**config.mk**
```make
export PLATFORM = sky130hd
export DESIGN_NAME = psd_fifo
export DESIGN_NICKNAME = d
export VERILOG_FILES = /design/src/hdl/psd_fifo.sv
export SDC_FILE = /design/constraint.sdc
export NUM_CORES = 1
export LEC_CHECK = 0
export BUFFER_PORTS_ARGS = -buffer_cell sky130_fd_sc_hd__clkbuf_2
export CORE_MARGIN = 2
export CORE_UTILIZATION = 40
export DETAILED_ROUTE_END_ITERATION = 10
export HOLD_SLACK_MARGIN = 0.02
export PLACE_DENSITY = 0.6
export SETUP_SLACK_MARGIN = 0.05
export SYNTH_ARGS = -nofsm -noshare
export SYNTH_HDL_FRONTEND = slang
export SYNTH_SLANG_ARGS = --single-unit
```
**constraint.sdc**
```tcl
create_clock -name clock -period 1.7 [get_ports clock]
set_input_delay 0 -clock clock [delete_from_list [all_inputs] [get_ports clock]]
set_output_delay 0 -clock clock [all_outputs]
set_load 0.01 [all_outputs]
```
**src/hdl/psd_fifo.sv**
```systemverilog
// Two-entry queue between the front and back ends.
`timescale 1ns / 1ps
module psd_fifo #(
   parameter int WIDTH = 8
) (
   input  logic             clock,
   input  logic             reset,
   input  logic             in_valid,
   output logic             in_ready,
   input  logic [WIDTH-1:0] in_data,
   output logic             out_valid,
   input  logic             out_ready,
   output logic [WIDTH-1:0] out_data
);
   logic [WIDTH-1:0] mem_ff [2];
   logic             wr_ptr_ff, rd_ptr_ff;
   logic [1:0]       count_ff;
   logic             push, pop;

   assign in_ready  = (count_ff != 2'd2);
   assign out_valid = (count_ff != 2'd0);
   assign out_data  = mem_ff[rd_ptr_ff];
   assign push      = in_valid && in_ready;
   assign pop       = out_valid && out_ready;

   always_ff @(posedge clock) begin
      if (reset) begin
         wr_ptr_ff <= 1'b0;
         rd_ptr_ff <= 1'b0;
         count_ff  <= 2'd0;
      end else begin
         if (push) wr_ptr_ff <= !wr_ptr_ff;
         if (pop)  rd_ptr_ff <= !rd_ptr_ff;
         count_ff <= count_ff + 2'(push) - 2'(pop);
      end
   end

   always_ff @(posedge clock) begin
      if (push) mem_ff[wr_ptr_ff] <= in_data;
   end

endmodule

```
==> metrics.txt, run 1 <==
status=complete, no violations; Mapped Area=832 sq um; Tmin final=1480 ps; Slew HR=about three quarters; Via-to-Cell Ratio=between 4 and 5; RePlAce Congestion=0.679; initial drt markers=2; Hold WC Path Type=input pin to flip-flop; crit path launch=count_ff[1]; cts repair resizes=0; # fillers=a little under 200; H-tree levels=1; Startpoint Class=flip-flop; sequential element share of the synthesized area=69.8%; clock-pin slew on the worst setup and hold paths=110 ps; r2r startpoint=count_ff[1]; CTS buffer count=3; CTS max path bufs=2; Tightest Pin Transition=about 370 ps; CP max FO=7; core area=between 0.0015 and 0.002 sq mm; GRT Total Usage=approximately 11%; Pre-antenna DRT Iters=6; post-CTS setup buffer count=0; Via Count=around 530; Leakage=between 0.4 and 0.5 nW; synth warn=0; post-route ant nets=0; syn avg cell area=15.4 sq um; nets=~100; Vert. Die Dim=between 40 and 50 um; share of layout cells above drive strength 1=between 40% and 50%; Congestion Overflow GR=0; Port Buffers=21; Slew Viols, Final=0; Critical Setup Path Class=flip-flop to flip-flop; Hold Crit Start=in_valid; global-route wire length before repair=approximately 2100 um; Yosys cell types=23; # setup viols final=0; total clock sinks=21; CTS tree=built; final WL=~1300 um; pre-CTS setup slack=264 ps; Worst Setup End Kind=flip-flop; DIE AREA=0.00246 sq mm; final hold violation count=0; Starting Density=between 40% and 50%; FP Rows=16; Peak VDD IR=about 0.60 mV; Req. time, crit path=around 1900 ps; area delta synth->final=30.2%; final period utilization=slightly below 90%; # diodes=0; largest net degree at the start of global routing=13; Yosys reg bits=21; Power Density=1130 mW/mm^2; total I/O pin count=22; Peak Freq=~680 MHz; Die X=49.6 um; setup TNS=0 ps; worst setup margin=223 ps; initial antenna violation count=0; vias in the first global route=~520; Hold WS=around 68 ps; clock root buffer=clkbuf_4; WP data arrival=approximately 1700 ps; post-synth net total=67; worst skew pair latency=a little under 300 ps; Layout Skew=roughly 2.9 ps; drc violations=0; Mapped Cells=54; unrepaired setup endpoints after global routing=no; DR WL/cell=11.0 um; # hold bufs at CTS=9; max cap viols=0
-- critical path, stage by stage, from the launching register on --
cell and delay [ps]:
dfxtp_1 440, and2b_1 200, o21ba_2 150, nor2_1 40, ha_1 190, nor4_1 280, nor3_1 80
-- cell families after synthesis --
logic type / Yosys count / synth area share, %
flip-flops: 21 / 69.8
multiplexers: 8 / 10.8
buffers and inverters: 2 / 1.05
adder cells (fa/ha/maj): 1 / 1.50
XOR/XNOR: 1 / 1.05
AND/OR/NAND/NOR: 15 / 10.5
AO/OA/AOI/OAI: 6 / 5.26
-- cells in the mapped netlist --
master / instances / area share, %
edfxtp_1: 16 / 58
mux2_2: 8 / 11
dfxtp_1: 5 / 12
nor2_1: 4 / 1.8
and3_1: 2 / 1.5
o21ai_0: 2 / 1.2
a21bo_2: 1 / 1.2
a21oi_1: 1 / 0.60
and2b_1: 1 / 0.90
buf_2: 1 / 0.60
ha_1: 1 / 1.5
inv_1: 1 / 0.45
nand2b_1: 1 / 0.75
nand3_1: 1 / 0.60
nand3b_1: 1 / 0.90
nor2b_1: 1 / 0.75
nor3_1: 1 / 0.60
nor4_1: 1 / 0.75
nor4bb_1: 1 / 1.2
o21ba_2: 1 / 1.2
o31a_1: 1 / 1.1
or2_2: 1 / 0.75
xor2_1: 1 / 1.1
-- report_power, final --
part | internal (mW) | leakage, nW | switching (mW)
Clock | 0.0874 | 0.0177 | 0.141
Sequential | 0.627 | 0.191 | 0.0523
Combinational | 0.174 | 0.228 | 0.141
Total | 0.889 | 0.436 | 0.334
-- metal layers --
| metal | GRT usage, % | routed length (um) | up-vias | share of wire (%) |
|---|---|---|---|---|
| met2 | 19.1 | 628 | 10 | 50 |
| met5 | 0 | 0 | - | 0 |
| met4 | 4.17 | 0 | 0 | 0 |
| met3 | 3.03 | 43 | 0 | 3.4 |
| met1 | 13.5 | 579 | 254 | 46 |
| li1 | - | - | 268 | - |
-- worst paths after layout --
check	slack (ps)	cells past startpoint	endpoint
setup / recovery	220	6	count_ff[1]
hold / removal	70	3	wr_ptr_ff
setup reg to reg	220	6	count_ff[1]
hold reg to reg	520	2	flip-flop
-- metrics by stage --
stage / util, % / total power [mW] / cell area [sq um] / cells
after detailed placement: 49.2 / 0.993 / 966 / 101
after global routing: 55.2 / 1.30 / 1080 / 114
final: 55.2 / 1.22 / 1080 / 114
after global placement: 49.2 / 0.993 / 966 / 101
after CTS: 55.2 / 1.24 / 1080 / 114
after floorplan: - / 0.888 / 832 / 54
-- sequential cells by signal, indices dropped and copies added, names as in the netlist, named ones only --
name       flops
mem_ff        16
count_ff       2
rd_ptr_ff      1
wr_ptr_ff      1
-- layout by cell type, fill, tap and decap left out, drive strengths merged --
cell type	n
a21bo	1
a21oi	1
and2b	1
and3	2
clkbuf	24
clkinv	1
dfxtp	5
dlygate4sd3	9
edfxtp	16
ha	1
inv	1
mux2	8
nand2b	1
nand3	1
nand3b	1
nor2	4
nor2b	1
nor3	1
nor4	1
nor4bb	1
o21ai	2
o21ba	1
o31a	1
or2	1
xor2	1
-- area by class of cell --
| type | count | area, sq um | share of cell area (%) |
|---|---|---|---|
| sequential | 21 | 581 | 53.6 |
| multi-input combinational | 31 | 243 | 22.4 |
| timing repair buffer | 30 | 195 | 18.0 |
| tap | 27 | 33.8 | 3.12 |
| clock buffer | 3 | 22.5 | 2.08 |
| clock inverter | 1 | 5.00 | 0.462 |
| inverter | 1 | 3.75 | 0.346 |
No activity file was read; power rests on OpenSTA's default activity.
==> run 2: changes to the inputs <==
--- a/config.mk
+++ b/config.mk
@@ -6,11 +6,13 @@
 export NUM_CORES = 1
 export LEC_CHECK = 0
 export BUFFER_PORTS_ARGS = -buffer_cell sky130_fd_sc_hd__clkbuf_2
+export CELL_PAD_IN_SITES_DETAIL_PLACEMENT = 1
+export CELL_PAD_IN_SITES_GLOBAL_PLACEMENT = 1
 export CORE_MARGIN = 2
 export CORE_UTILIZATION = 40
 export DETAILED_ROUTE_END_ITERATION = 10
 export HOLD_SLACK_MARGIN = 0.02
-export PLACE_DENSITY = 0.6
+export PLACE_DENSITY = 0.72
 export SETUP_SLACK_MARGIN = 0.05
 export SYNTH_ARGS = -nofsm -noshare
 export SYNTH_HDL_FRONTEND = slang
==> metrics.txt, run 2 (synthesis gave the netlist of run 1 again) <==
final WL=1540 um (+23%); H-tree levels=1 (unchanged); DR WL/cell=13.5 um (+23%); DIE AREA=0.00246 sq mm (unchanged); Peak Freq=673 MHz (-0.62%); # setup viols final=0 (unchanged); Via Count=557 (+4.7%); Worst Setup End Kind=flip-flop; Layout Utilization=55.2% (unchanged); Pre-antenna DRT Iters=2 (-4); unrepaired setup endpoints after global routing=no; Slew Viols, Final=0 (unchanged); # diodes=0 (unchanged); largest net degree at the start of global routing=13 (unchanged); Peak VDD IR=0.639 mV (+7.0%); top flop regs=mem_ff: 16 flops, count_ff: 2 flops; area of the multi-input gates=243 sq um (unchanged); setup TNS=0 ps (unchanged); nets=101 (unchanged); worst skew pair latency=300 ps (about the same); Port Buffers=21 (unchanged); core area=0.00196 sq mm (unchanged); Power Density=1140 mW/mm^2 (+1.2%); CP max FO=7 (unchanged); final hold violation count=0 (unchanged); max cap viols=0 (unchanged); RePlAce Congestion=0.679 (about the same); final period utilization=87.4% (+0.54 points); r2r startpoint=count_ff[1]; global-route wire length before repair=2420 um (+14%); Most flops, register=mem_ff; CTS tree=built; Via-to-Cell Ratio=4.89 (+4.7%); clock-pin slew on the worst setup and hold paths=110 ps (about the same); CTS max path bufs=2 (unchanged); worst hold path stage count=3 (unchanged); Layout Skew=3.34 ps (+0.457 ps); drc violations=0 (unchanged); clock root buffer=clkbuf_4; Starting Density=42.4% (unchanged); Congestion Overflow GR=0 (unchanged); Die X=49.6 um (unchanged); status=complete, no violations; Req. time, crit path=1890 ps (about the same); total I/O pin count=22 (unchanged); Sequential Area=581 sq um (unchanged); Hold Crit Start=in_valid; Tmin final=1490 ps (+9.21 ps); hold endpoint=wr_ptr_ff; Leakage=0.436 nW (unchanged); initial antenna violation count=0 (unchanged); Hold WC Path Type=input pin to flip-flop; Critical Setup Path Class=flip-flop to flip-flop; share of layout cells above drive strength 1=41.4% (unchanged); max reg flops=16 (unchanged); GRT Total Usage=13.6% (+2.4 points); worst reg2reg setup slack=210 ps (about the same); cts repair resizes=0 (unchanged); CTS buffer count=3 (unchanged); post-route ant nets=0 (unchanged); worst reg-to-reg path cell count=6 (unchanged); FP Rows=16 (unchanged); vias in the first global route=497 (-5.0%); area delta synth->final=30.2% (unchanged); # hold bufs at CTS=9 (unchanged); post-CTS setup buffer count=0 (unchanged); Startpoint Class=flip-flop; Slew HR=73.7% (-1.4 points); WP data arrival=1680 ps (+20 ps); Tightest Pin Transition=395 ps (+21.3 ps); r2r endpoint=count_ff[1]; commonest non-fill, non-tap cell in the layout=clkbuf_2; Vert. Die Dim=49.6 um (unchanged); commonest cells after routing, fill and taps aside=clkbuf_2 (21), edfxtp_1 (16), dlygate4sd3_1 (9); total clock sinks=21 (unchanged); dpl hpwl=1100 um; initial drt markers=8 (+6); # fillers=231 (+19%)
## run 2: cell counts in the layout (fill, tap and decap cells not counted)
Identical to the previous run, type by type.
## run 2: final cells by class
| cell class | instances | share of cell area, % |
|---|---|---|
| inverter | 1 | 0.346 |
| clock buffer | 3 | 2.08 |
| multi-input combinational | 31 | 22.4 |
| sequential | 21 | 53.6 |
| tap | 27 | 3.12 |
| clock inverter | 1 | 0.462 |
| timing repair buffer | 30 | 18.0 |
## run 2: metal layers
| layer | global-route usage [%] | wire length (um) | vias up |
|---|---|---|---|
| met5 | 0 | 0 | - |
| met4 | 8.33 | 38 | 0 |
| met3 | 2.73 | 52 | 4 |
| met2 | 23.8 | 822 | 13 |
| met1 | 15.1 | 627 | 270 |
| li1 | - | - | 270 |
## run 2: worst max path at each step
stage / start / endpoint / cells past startpoint
after floorplan: count_ff[1] / count_ff[1] / 6
after global placement: count_ff[1] / count_ff[1] / 6
after detailed placement: count_ff[1] / count_ff[1] / 6
after CTS: count_ff[1] / count_ff[1] / 6
after global routing: count_ff[1] / count_ff[1] / 6
final: count_ff[1] / count_ff[1] / 6
## run 2: metrics by stage
step	setup WS (ps)	instances	instance area [sq um]	power [mW]	hold slack (ps)
final	213	114	1080	1.24	58.7
after global routing	52.2	114	1080	1.30	94.6
after CTS	213	114	1080	1.25	48.7
after detailed placement	239	101	966	1.00	196
after global placement	329	101	966	0.986	190
after floorplan	372	54	832	0.888	69.1
## run 2: where the power goes
part	internal [mW]	switching [mW]	leakage, nW
Sequential	0.627	0.0540	0.191
Clock	0.0877	0.146	0.0177
Combinational	0.175	0.148	0.228
Total	0.889	0.348	0.436
## run 2: worst max-delay path, stage by stage (launching register included)
cell and delay, ps:
dfxtp_1 430, and2b_1 200, o21ba_2 150, nor2_1 40, ha_1 200, nor4_1 290, nor3_1 80
